**config.mk**
```make
export PLATFORM = sky130hd
export DESIGN_NAME = lru_object_cache_directory_core
export DESIGN_NICKNAME = d
export VERILOG_FILES = /design/src/rtl/core/loc_pkg.sv /design/src/rtl/core/loc_ram.sv /design/src/rtl/core/lru_object_cache_directory_core.sv
export SDC_FILE = /design/constraint.sdc
export NUM_CORES = 2
export LEC_CHECK = 0
export BUFFER_PORTS_ARGS = -buffer_cell sky130_fd_sc_hd__buf_4
export CAP_MARGIN = 10
export CORE_MARGIN = 2
export CORE_UTILIZATION = 59
export CTS_CLUSTER_DIAMETER = 120
export DETAILED_ROUTE_END_ITERATION = 16
export PLACE_DENSITY = 0.76
export SKIP_CTS_REPAIR_TIMING = 1
export SYNTH_ARGS = -nofsm -noshare
export SYNTH_HDL_FRONTEND = slang
export SYNTH_SLANG_ARGS = --single-unit
```
**constraint.sdc**
```tcl
create_clock -name clk -period 12.3 [get_ports clk]
set_clock_uncertainty 0.05 [all_clocks]
set_input_delay 1.845 -clock clk [delete_from_list [all_inputs] [get_ports clk]]
set_output_delay 1.845 -clock clk [all_outputs]
set_load 0.05 [all_outputs]
```
**src/rtl/core/loc_pkg.sv**
```systemverilog
// Package of shared types and constants for the LRU object cache directory.
package loc_pkg;

    localparam int SLOTS = 16;
    localparam int KEY_BITS = 32;
    localparam int STAMP_BITS = 32;
    localparam int SLOT_W = (SLOTS > 1) ? $clog2(SLOTS) : 1;
    localparam int TOTAL_W = 26;

    localparam logic [23:0] BUDGET_RESET = 24'd1049000;
    localparam logic [19:0] LIMIT_RESET = 20'd102400;

    localparam logic CMD_LOOKUP = 1'b0;
    localparam logic CMD_STORE = 1'b1;

    localparam logic CFG_BUDGET = 1'b0;
    localparam logic CFG_LIMIT = 1'b1;

    typedef enum logic [2:0] {
        STS_HIT = 3'd0,
        STS_MISS = 3'd1,
        STS_NEW = 3'd2,
        STS_OVERWRITE = 3'd3,
        STS_REJECT = 3'd4
    } status_t;

    typedef enum logic [2:0] {
        S_IDLE,
        S_SCAN,
        S_DECIDE,
        S_FIT,
        S_DROP
    } state_t;

    typedef struct packed {
        logic        cmd;
        logic [31:0] key;
        logic [19:0] obj_size;
    } req_t;

    typedef struct packed {
        status_t     status;
        logic [3:0]  slot;
        logic [19:0] hit_size;
        logic [4:0]  evictions;
        logic [23:0] bytes_used;
    } rsp_t;

    typedef struct packed {
        logic [KEY_BITS-1:0]   key;
        logic [19:0]           size;
        logic [STAMP_BITS-1:0] stamp;
    } entry_t;

endpackage

```
**src/rtl/core/loc_ram.sv**
```systemverilog
// Generic single-port-write, single-port-read RAM with registered read data.
module loc_ram #(
    parameter int WIDTH = 8,
    parameter int DEPTH = 16
) (
    input  logic                     clk,
    input  logic                     we,
    input  logic [$clog2(DEPTH)-1:0] waddr,
    input  logic [WIDTH-1:0]         wdata,
    input  logic [$clog2(DEPTH)-1:0] raddr,
    output logic [WIDTH-1:0]         rdata
);

    logic [WIDTH-1:0] mem [DEPTH];

    always_ff @(posedge clk)
    begin
        if (we)
        begin
            mem[waddr] <= wdata;
        end
        rdata <= mem[raddr];
    end

endmodule

```
**src/rtl/core/lru_object_cache_directory_core.sv**
```systemverilog
// Top level of the LRU object cache directory with a byte budget.
// Every command except a rejected store scans all slot entries in the directory RAM, one read per
// cycle. A lookup gives its result beat after its scan and the decide state, and a rejected store
// gives it in the next cycle. A store that evicts nothing gives it after the scan, decide and fit
// states; each evicted slot, including the one replaced in a full directory, adds a further scan
// and the drop and fit states. The result beat appears on rsp for exactly one
// cycle with done high and cannot be held off; busy is low again from the cycle of that beat.
module lru_object_cache_directory_core
    import loc_pkg::*;
(
    input  logic        clk,
    input  logic        rst_n,
    input  logic        start,
    output logic        busy,
    input  req_t        req,
    output logic        done,
    output rsp_t        rsp,
    input  logic        cfg_we,
    input  logic        cfg_idx,
    input  logic [23:0] cfg_data
);

    state_t state_reg, state_next;
    logic cmd_reg, cmd_next;
    logic [KEY_BITS-1:0] key_reg, key_next;
    logic [19:0] size_reg, size_next;
    logic [SLOT_W:0] rd_cnt_reg, rd_cnt_next;
    logic dv_reg, dv_next;
    logic [SLOT_W-1:0] di_reg, di_next;
    logic found_reg, found_next;
    logic [SLOT_W-1:0] match_reg, match_next;
    logic [19:0] msize_reg, msize_next;
    logic lru_found_reg, lru_found_next;
    logic [SLOT_W-1:0] lru_reg, lru_next;
    logic [STAMP_BITS-1:0] lru_stamp_reg, lru_stamp_next;
    logic [19:0] lru_size_reg, lru_size_next;
    logic [SLOTS-1:0] valid_reg, valid_next;
    logic [TOTAL_W-1:0] total_reg, total_next;
    logic [STAMP_BITS-1:0] clock_reg, clock_next;
    logic ow_reg, ow_next;
    logic evict_reg, evict_next;
    logic [4:0] ev_reg, ev_next;
    logic [23:0] budget_reg, budget_next;
    logic [19:0] limit_reg, limit_next;
    rsp_t rsp_reg, rsp_next;
    logic done_reg, done_next;

    logic ram_we;
    logic [SLOT_W-1:0] ram_waddr;
    entry_t ram_wdata;
    entry_t ram_rdata;

    logic accept;
    logic scan_last;
    logic over_budget;
    logic [19:0] need;
    logic [SLOT_W-1:0] free_idx;
    logic [STAMP_BITS-1:0] stamp_inc;

    loc_ram #(
        .WIDTH($bits(entry_t)),
        .DEPTH(SLOTS)
    ) u_ram (
        .clk  (clk),
        .we   (ram_we),
        .waddr(ram_waddr),
        .wdata(ram_wdata),
        .raddr(rd_cnt_reg[SLOT_W-1:0]),
        .rdata(ram_rdata)
    );

    assign accept = start && (state_reg == S_IDLE);
    assign busy = (state_reg != S_IDLE);
    assign done = done_reg;
    assign rsp = rsp_reg;
    assign scan_last = dv_reg && (di_reg == SLOT_W'(SLOTS - 1));
    assign need = ow_reg ? 20'd0 : size_reg;
    assign over_budget = (total_reg + TOTAL_W'(need)) > TOTAL_W'(budget_reg);
    assign stamp_inc = clock_reg + STAMP_BITS'(1);

    always_comb
    begin
        free_idx = '0;
        for (int i = SLOTS - 1; i >= 0; i--)
        begin
            if (!valid_reg[i])
            begin
                free_idx = SLOT_W'(i);
            end
        end
    end

    always_comb
    begin
        state_next = state_reg;
        case (state_reg)
            S_IDLE:
            begin
                if (accept && !(req.cmd == CMD_STORE && req.obj_size > limit_reg))
                begin
                    state_next = S_SCAN;
                end
            end
            S_SCAN:
            begin
                if (scan_last)
                begin
                    state_next = evict_reg ? S_DROP : S_DECIDE;
                end
            end
            S_DECIDE:
            begin
                state_next = (cmd_reg == CMD_LOOKUP) ? S_IDLE : S_FIT;
            end
            S_FIT:
            begin
                if ((over_budget && (|valid_reg)) || (!ow_reg && (&valid_reg)))
                begin
                    state_next = S_SCAN;
                end
                else
                begin
                    state_next = S_IDLE;
                end
            end
            S_DROP:
            begin
                state_next = S_FIT;
            end
            default:
            begin
                state_next = S_IDLE;
            end
        endcase
    end

    always_comb
    begin
        cmd_next = cmd_reg;
        key_next = key_reg;
        size_next = size_reg;
        rd_cnt_next = rd_cnt_reg;
        dv_next = 1'b0;
        di_next = di_reg;
        found_next = found_reg;
        match_next = match_reg;
        msize_next = msize_reg;
        lru_found_next = lru_found_reg;
        lru_next = lru_reg;
        lru_stamp_next = lru_stamp_reg;
        lru_size_next = lru_size_reg;
        valid_next = valid_reg;
        total_next = total_reg;
        clock_next = clock_reg;
        ow_next = ow_reg;
        evict_next = evict_reg;
        ev_next = ev_reg;
        budget_next = budget_reg;
        limit_next = limit_reg;
        rsp_next = rsp_reg;
        done_next = 1'b0;
        ram_we = 1'b0;
        ram_waddr = '0;
        ram_wdata = '0;

        if (cfg_we)
        begin
            if (cfg_idx == CFG_BUDGET)
            begin
                budget_next = cfg_data;
            end
            else
            begin
                limit_next = cfg_data[19:0];
            end
        end

        case (state_reg)
            S_IDLE:
            begin
                if (accept)
                begin
                    cmd_next = req.cmd;
                    key_next = req.key[KEY_BITS-1:0];
                    size_next = req.obj_size;
                    rd_cnt_next = '0;
                    found_next = 1'b0;
                    lru_found_next = 1'b0;
                    ow_next = 1'b0;
                    evict_next = 1'b0;
                    ev_next = '0;
                    if (req.cmd == CMD_STORE && req.obj_size > limit_reg)
                    begin
                        rsp_next.status = STS_REJECT;
                        rsp_next.slot = '0;
                        rsp_next.hit_size = '0;
                        rsp_next.evictions = '0;
                        rsp_next.bytes_used = total_reg[23:0];
                        done_next = 1'b1;
                    end
                end
            end
            S_SCAN:
            begin
                if (rd_cnt_reg < (SLOT_W + 1)'(SLOTS))
                begin
                    rd_cnt_next = rd_cnt_reg + (SLOT_W + 1)'(1);
                    dv_next = 1'b1;
                    di_next = rd_cnt_reg[SLOT_W-1:0];
                end
                if (dv_reg && valid_reg[di_reg])
                begin
                    if (!found_reg && ram_rdata.key == key_reg)
                    begin
                        found_next = 1'b1;
                        match_next = di_reg;
                        msize_next = ram_rdata.size;
                    end
                    if (!lru_found_reg || ram_rdata.stamp < lru_stamp_reg)
                    begin
                        lru_found_next = 1'b1;
                        lru_next = di_reg;
                        lru_stamp_next = ram_rdata.stamp;
                        lru_size_next = ram_rdata.size;
                    end
                end
            end
            S_DECIDE:
            begin
                rsp_next.evictions = '0;
                rsp_next.hit_size = '0;
                rsp_next.slot = '0;
                rsp_next.bytes_used = total_reg[23:0];
                if (cmd_reg == CMD_LOOKUP)
                begin
                    done_next = 1'b1;
                    if (found_reg)
                    begin
                        clock_next = stamp_inc;
                        ram_we = 1'b1;
                        ram_waddr = match_reg;
                        ram_wdata.key = key_reg;
                        ram_wdata.size = msize_reg;
                        ram_wdata.stamp = stamp_inc;
                        rsp_next.status = STS_HIT;
                        rsp_next.slot = 4'(match_reg);
                        rsp_next.hit_size = msize_reg;
                    end
                    else
                    begin
                        rsp_next.status = STS_MISS;
                    end
                end
                else if (found_reg)
                begin
                    clock_next = stamp_inc;
                    ram_we = 1'b1;
                    ram_waddr = match_reg;
                    ram_wdata.key = key_reg;
                    ram_wdata.size = size_reg;
                    ram_wdata.stamp = stamp_inc;
                    total_next = total_reg - TOTAL_W'(msize_reg) + TOTAL_W'(size_reg);
                    ow_next = 1'b1;
                end
            end
            S_FIT:
            begin
                rd_cnt_next = '0;
                lru_found_next = 1'b0;
                found_next = 1'b1;
                if ((over_budget && (|valid_reg)) || (!ow_reg && (&valid_reg)))
                begin
                    evict_next = 1'b1;
                end
                else if (ow_reg)
                begin
                    rsp_next.status = STS_OVERWRITE;
                    rsp_next.slot = 4'(match_reg);
                    rsp_next.hit_size = '0;
                    rsp_next.evictions = ev_reg;
                    rsp_next.bytes_used = total_reg[23:0];
                    done_next = 1'b1;
                end
                else
                begin
                    clock_next = stamp_inc;
                    ram_we = 1'b1;
                    ram_waddr = free_idx;
                    ram_wdata.key = key_reg;
                    ram_wdata.size = size_reg;
                    ram_wdata.stamp = stamp_inc;
                    valid_next[free_idx] = 1'b1;
                    total_next = total_reg + TOTAL_W'(size_reg);
                    rsp_next.status = STS_NEW;
                    rsp_next.slot = 4'(free_idx);
                    rsp_next.hit_size = '0;
                    rsp_next.evictions = ev_reg;
                    rsp_next.bytes_used = 24'(total_reg + TOTAL_W'(size_reg));
                    done_next = 1'b1;
                end
            end
            S_DROP:
            begin
                valid_next[lru_reg] = 1'b0;
                total_next = total_reg - TOTAL_W'(lru_size_reg);
                ev_next = ev_reg + 5'd1;
            end
            default:
            begin
            end
        endcase
    end

    always_ff @(posedge clk or negedge rst_n)
    begin
        if (!rst_n)
        begin
            state_reg <= S_IDLE;
            valid_reg <= '0;
            total_reg <= '0;
            clock_reg <= '0;
            budget_reg <= BUDGET_RESET;
            limit_reg <= LIMIT_RESET;
            done_reg <= 1'b0;
            dv_reg <= 1'b0;
            rd_cnt_reg <= '0;
            found_reg <= 1'b0;
            lru_found_reg <= 1'b0;
            ow_reg <= 1'b0;
            evict_reg <= 1'b0;
            ev_reg <= '0;
        end
        else
        begin
            state_reg <= state_next;
            valid_reg <= valid_next;
            total_reg <= total_next;
            clock_reg <= clock_next;
            budget_reg <= budget_next;
            limit_reg <= limit_next;
            done_reg <= done_next;
            dv_reg <= dv_next;
            rd_cnt_reg <= rd_cnt_next;
            found_reg <= found_next;
            lru_found_reg <= lru_found_next;
            ow_reg <= ow_next;
            evict_reg <= evict_next;
            ev_reg <= ev_next;
        end
    end

    always_ff @(posedge clk)
    begin
        cmd_reg <= cmd_next;
        key_reg <= key_next;
        size_reg <= size_next;
        di_reg <= di_next;
        match_reg <= match_next;
        msize_reg <= msize_next;
        lru_reg <= lru_next;
        lru_stamp_reg <= lru_stamp_next;
        lru_size_reg <= lru_size_next;
        rsp_reg <= rsp_next;
    end

endmodule

```
* Word-level counts from Yosys, hierarchy flattened
Memory sizes are Yosys's and may differ from the RTL's. A register that Yosys moved wholly into a read port is not among the register bits.
Cells that the tools add are included.
** Word-level totals
- Memories :: 1
- Word-level logic and storage cells :: 204
- Bits of input ports :: 82
- Latch bits :: 0
- Output and inout bits :: 58
- Memory bits (read-only) :: 0
- Memory bits (writable) :: 1344
- Register bits :: 330
** Memories
- u_ram.mem :: words 16, bits a word 84, rd ports 1, clocked after memory_dff 1, wr ports 1, line loc_ram.sv:14 : logic [WIDTH-1:0] mem [DEPTH];
** Cells by class
- Multiply operators :: 0
- $add $sub $neg :: 8
- Divide/modulo/power cells :: 0
- Reduce and logical (&&, ||, !) cells :: 46
- Order comparisons :: 9
- Mux-type cells :: 88
- Shift-type cells :: 0
- Eq/ne operators :: 20
- Bitwise gates (word level) :: 4
** Operator list (count)
- $mux W84 :: 5
- $mux W56 :: 3
- $pmux W56 S3 :: 1
- $pmux W84 S2 :: 1
- $mux W26 :: 4
- $mux W32 :: 3
- $add A26 B20 Y26 :: 3
- $pmux W26 S3 :: 1
- $mux W4 :: 19
- $pmux W32 S2 :: 1
- $mux W54 :: 1
- $sub A26 B20 Y26 :: 2
- $add A32 B1 Y32 const B :: 1
- $eq A32 B32 Y1 :: 1
- $lt A32 B32 Y1 :: 1
- $mux W16 :: 2
- $pmux W16 S2 :: 1
- $mux W27 :: 1
- $gt A26 B24 Y1 :: 1
- $mux W1 :: 24
- $mux W24 :: 1
- $ne A2 B2 Y1 const B :: 12
- $gt A20 B20 Y1 :: 1
- $mux W20 :: 1
- 36 further kinds :: 84

* Longest topological paths before layout
- Depth in word-level cells :: 24
- Mapped depth :: 32
- Gate-level depth less buffers :: 27

* Modules after synthesis
From an unflattened synthesis, not the netlist that was laid out.
** Second synthesis, totals
- Cells, all modules :: 4392
- Area total of the unflattened synthesis :: 73884.6 sq um
** By module, submodules not included
- loc_ram :: times used 1, cells each 2154, area an instance 52052.4 sq um, seq. area each 42040.3 sq um
- lru_object_cache_directory_core :: times used 1, cells each 2238, area an instance 21832.2 sq um, seq. area each 9233.9 sq um

* Worst setup path before layout
Ideal clock, no wire load.
- Path kind :: register -> register
- Start :: register ow_reg
- End :: memory u_ram.mem[10][0] (netlist name), enable pin
- Library setup time :: 0.554 ns
- Period minus slack after synthesis :: 10.332 ns
- Arrival :: 9.728 ns
- Cell stages (with the launch flop) :: 30
- Data required time :: 11.696 ns
- Buffers on the path :: 4
- Path slack :: 1.968 ns
- Path through :: dfrtp_1 buf_2 buf_2 clkbuf_1 nor2_1 ha_1 a21o_1 maj3_2 nor2_2 o311ai_4 a2bb2oi_2 o31ai_4 a21oi_1 o21ai_0 nand2b_1 a21oi_1 xnor2_1 ha_1 a21o_1 a21o_1 a21oi_1 o211ai_1 a221o_1 o21ai_0 o311ai_1 nor3_1 a21oi_1 or3_1 clkbuf_1 a21oi_1
** On the way
- Longest elaborated chain between the ends :: 9
** Ends and longest elaborated chain
- start, declared :: line lru_object_cache_directory_core.sv:40 : logic ow_reg, ow_next;
- start signal, assigned :: line lru_object_cache_directory_core.sv:346 : ow_reg <= ow_next;
- $mux W20 :: line lru_object_cache_directory_core.sv:77 : assign need = ow_reg ? 20'd0 : size_reg;
- $add A26 B20 Y26 :: line lru_object_cache_directory_core.sv:78 : assign over_budget = (total_reg + TOTAL_W'(need)) > TOTAL_W'(budget_reg);
- $gt A26 B24 Y1 :: line lru_object_cache_directory_core.sv:78
- $logic_and A1 B1 Y1 :: line lru_object_cache_directory_core.sv:271 : if ((over_budget && (|valid_reg)) || (!ow_reg && (&valid_reg)))
- $logic_or A1 B1 Y1 :: line lru_object_cache_directory_core.sv:271
- $mux W1 :: line lru_object_cache_directory_core.sv:271
- $pmux W1 S2 :: line lru_object_cache_directory_core.sv:178 : case (state_reg)
- $mux W1 :: line loc_ram.sv:18 : if (we)
- $mux W1 (not written as such) :: line loc_ram.sv:20 : mem[waddr] <= wdata;
- end, declared :: line loc_ram.sv:14
Several ways; a longest one is shown, not always the timed one.

* Final worst setup path
- Start :: register ow_reg
- End :: memory u_ram.mem[9][38] (netlist name), enable pin
Same word-level chain as after synthesis.

==> summary.txt <==
Place
  – PortBufs: 139
  – Detailed Place HPWL: 105,900 um
  – Placed Area: 0.07643 mm2
  – Final GP Congestion: 0.9856

Detailed routing
  – Routed WL per cell: 28.89 um
  – First-pass DRT Iterations: 6
  – Detail Route Antenna Nets: 0
  – First DRT Iteration DRCs: 4,922
  – Detailed-route via count: 39,350
  – Vias per inst: 6.431
  – DR DRC count: 0
  – Total Routed Length: 176,800 um

Yosys
  – Post-synth top area share: 63.05%
  – Ys flop type: edfxtp_1
  – Post-synthesis sequential area ratio: 70.05%
  – Synth Warn #: 0
  – Share of synthesized registers carrying an async set or reset: 7.793%
  – Mean post-synth cell area: 17.72 um2
  – Largest area contributor in the netlist: edfxtp_1
  – Number of synthesized flops with an enable pin: 1,537
  – Yosys cell types: 83
  – Post-synthesis net count: 4,400
  – Post-Syn Instances: 4,130
  – Top post-synthesis cells by area: edfxtp_1 63%, mux4_2 13%, dfrtp_1 4.4%
  – Yosys reg bits: 1,758
  – Mapped cell area: 0.07320 mm2

Timing
  – Period minus WS final: 9161 ps
  – RSZ-0062 raised after global routing: false
  – Final worst path period share: 74.48%
  – Setup Viol. Count Final: 0
  – Peak Freq: 109.2 MHz
  – Worst slew pin tran: 1261 ps
  – Slew Viols, Final: 0
  – Setup_tns: 0 ps
  – Worst slew margin: 15.61%
  – Final Hold Vio Count: 0

Clock tree
  – Clock transition at path regs: 60 ps
  – H-tree depth: 4
  – CTS tree: built
  – Clock sinks: 1,758
  – Clock buffer depth: 3
  – Clk_lat worst skew: 810 ps
  – Clock root buffer: clkbuf_16
  – Cts bufs inserted: 169

Run
  – Max Cap Viol: 0

Power
  – Static leakage: 29.15 nW
  – Net Sw Power: 0.006116 W
  – Power per cell area: 229.9 mW/mm2
  – Register share of total power: 40.4%
  – Clock power frac: 27.3%
  – Power Internal: 0.01271 W
  – Combinational Power Share: 32.3%
  – Switching share of power: 32.49%
  – Power, Total: 0.01883 W
  – Peak VDD IR: 207.4 uV

Worst hold path
  – Hold path startpoint: u_ram.rdata[35]
  – Hold crit path type: reg2reg
  – Hold path depth: 0
  – Hold Path End: msize_reg[3]

Layout
  – Fin area: 0.08190 mm2
  – Largest register FFs: 1,344
  – P&R area growth vs syn: 11.89%
  – Final Util: 66.33%
  – # fillers: 8,016
  – Reg area: 0.05129 mm2
  – Final nets: 4,610
  – Layout cell share with drive strength beyond 1: 21.41%
  – Area occupied by multi-input gates: 0.02066 mm2

Die
  – Die height: 356.2 um
  – Cell row count: 129
  – Die W: 356.2 um
  – Core ar.: 0.1235 mm2
  – Die Area: 0.1269 mm2
  – Initial Utilization: 59.28%
  – Boundary Pins: 140

Setup path
  – Reg2reg start: ow_reg
  – Critical path startpoint category: flip-flop
  – RR Endpoint: u_ram.mem[9][38]
  – Worst-path fanout max: 50
  – FF-to-FF setup slack: 3140 ps
  – CP most frequent cell: a21o_1
  – Critical Path Source: ow_reg
  – CP peak stage delay: 950 ps
  – Critical path arrival: 9520 ps
  – Reg2reg path depth: 29
  – Setup CP Type: reg2reg
  – Setup crit end kind: flip-flop
  – Critical-path top delay cell: dfrtp_1
  – WP data required: 12,660 ps

Global route
  – GRT Residual Overflow: 0
  – Global Route Usage Sum: 28.30%
  – Vias in the first global route: 39,670
  – Initial antenna violation count: 7
  – Pin count of the biggest net entering global routing: 152
  – First-pass GRT wire length: 262,700 um

Run status
  – Status: finished, final reports clean
-- kinds of logic after synthesis --
family | share of synthesized area (%)
buffers and inverters | 1.998
AOI/OAI and AO/OA | 4.952
xor gates and xnor gates | 2.130
and+or+nand+nor | 3.996
muxes | 13.41
adders and majority gates | 3.465
DFF | 70.05
-- synth_stat cells, types with 4 or more instances --
library cell     n
and2_1          27
dfrtp_1        129
o22ai_1         16
dfxtp_1         84
inv_2            5
a31oi_1         16
o21ai_0        183
or2_2           10
nor2b_1         57
buf_1           39
a21oi_1        130
clkbuf_1       106
o211ai_1        13
inv_1          215
fa_1            23
buf_2           14
a21o_1          93
nor3_1          32
a221o_1          6
nor4_1          21
a21boi_0         6
a211oi_1         9
xnor2_1         88
nand2b_1        28
mux2_2          22
a32oi_1          4
nand3_1         37
or3_1            7
a211o_1         10
edfxtp_1      1537
mux4_2         424
nand2_1        147
and3_1          27
nand4_1         27
o221ai_1         5
o21ai_1          9
o21a_1          13
dfstp_2          8
nor2_1         166
a41oi_1          4
o21bai_1        12
ha_1           165
a22o_1           6
xor2_1          90
nand3b_1         4
-- critical path, delay by kind of cell (launching register included) --
family,cells,cell delay (ps)
and+or+nand+nor,8,1940
DFF,1,950
buffers and inverters,3,1470
adders and majority gates,3,670
xor gates and xnor gates,1,90
AOI/OAI and AO/OA,14,3500
-- how the worst max path moves through the flow --
stage                        to  slack [ps]  cells past startpoint
6_report       u_ram.mem[9][38]        3140                     29
3_3_place_gp   u_ram.mem[9][38]        3260                     29
4_1_cts        u_ram.mem[9][38]        3080                     29
3_5_place_dp   u_ram.mem[9][38]        3180                     29
2_1_floorplan  u_ram.mem[10][0]        1970                     29
5_1_grt        u_ram.mem[9][38]        2610                     29
-- cell usage in the layout (no fill, tap or decap), types with 13 or more instances in the layout --
| cell | instances |
|---|---|
| edfxtp_1 | 1537 |
| mux4_2 | 424 |
| inv_1 | 215 |
| buf_4 | 191 |
| o21ai_0 | 183 |
| clkbuf_16 | 172 |
| ha_1 | 165 |
| nor2_1 | 157 |
| nand2_1 | 146 |
| dfrtp_1 | 125 |
| a21oi_1 | 120 |
| a21o_1 | 93 |
| xor2_1 | 90 |
| xnor2_1 | 88 |
| dfxtp_1 | 84 |
| nor2b_1 | 56 |
| clkbuf_1 | 43 |
| nand3_1 | 37 |
| clkinv_2 | 36 |
| nor3_1 | 29 |
| nand2b_1 | 28 |
| and2_1 | 27 |
| nand4_1 | 27 |
| and3_1 | 27 |
| fa_1 | 23 |
| mux2_2 | 22 |
| clkinv_1 | 21 |
| nor4_1 | 20 |
| a31oi_1 | 16 |
| o22ai_1 | 16 |
| o211ai_1 | 13 |
| o21a_1 | 13 |
-- cell type report --
type                    count  share of cell area [%]
clock buffers             226                   5.637
diodes                      2                0.006111
inverters                 221                   1.013
repair buffers            200                   1.960
multi-input cells        1990                   25.23
clock inverters            85                   1.034
well taps                1637                   2.501
flip-flops and latches   1758                   62.62
-- power groups by stage --
stage	registers (W)	clock network (W)	logic, W
2_1_floorplan	0.00764	0	0.00440
3_3_place_gp	0.00771	0	0.00596
3_5_place_dp	0.00772	0	0.00602
4_1_cts	0.00761	0.00519	0.00608
5_1_grt	0.00766	0.00542	0.00657
6_report	0.00761	0.00513	0.00608
-- metal layers --
layer	wire [um]	global-route usage [%]	part of all wire, %
met4	5672	9.831	3.2
met5	39	0	0.022
met2	84790	44.30	48
met1	71440	40.48	40
met3	14840	5.514	8.4
-- per-stage QoR --
stage | setup slack (ps) | std cells | hold WS (ps)
after floorplan | 1968 | 4130 | 349.5
final | 3139 | 6119 | 379.2
after global routing | 2608 | 6117 | 390.6
after CTS | 3076 | 6116 | 377.2
after global placement | 3260 | 5805 | 356.3
after detailed placement | 3181 | 5805 | 363.5
(Power assumes the default switching activity.)
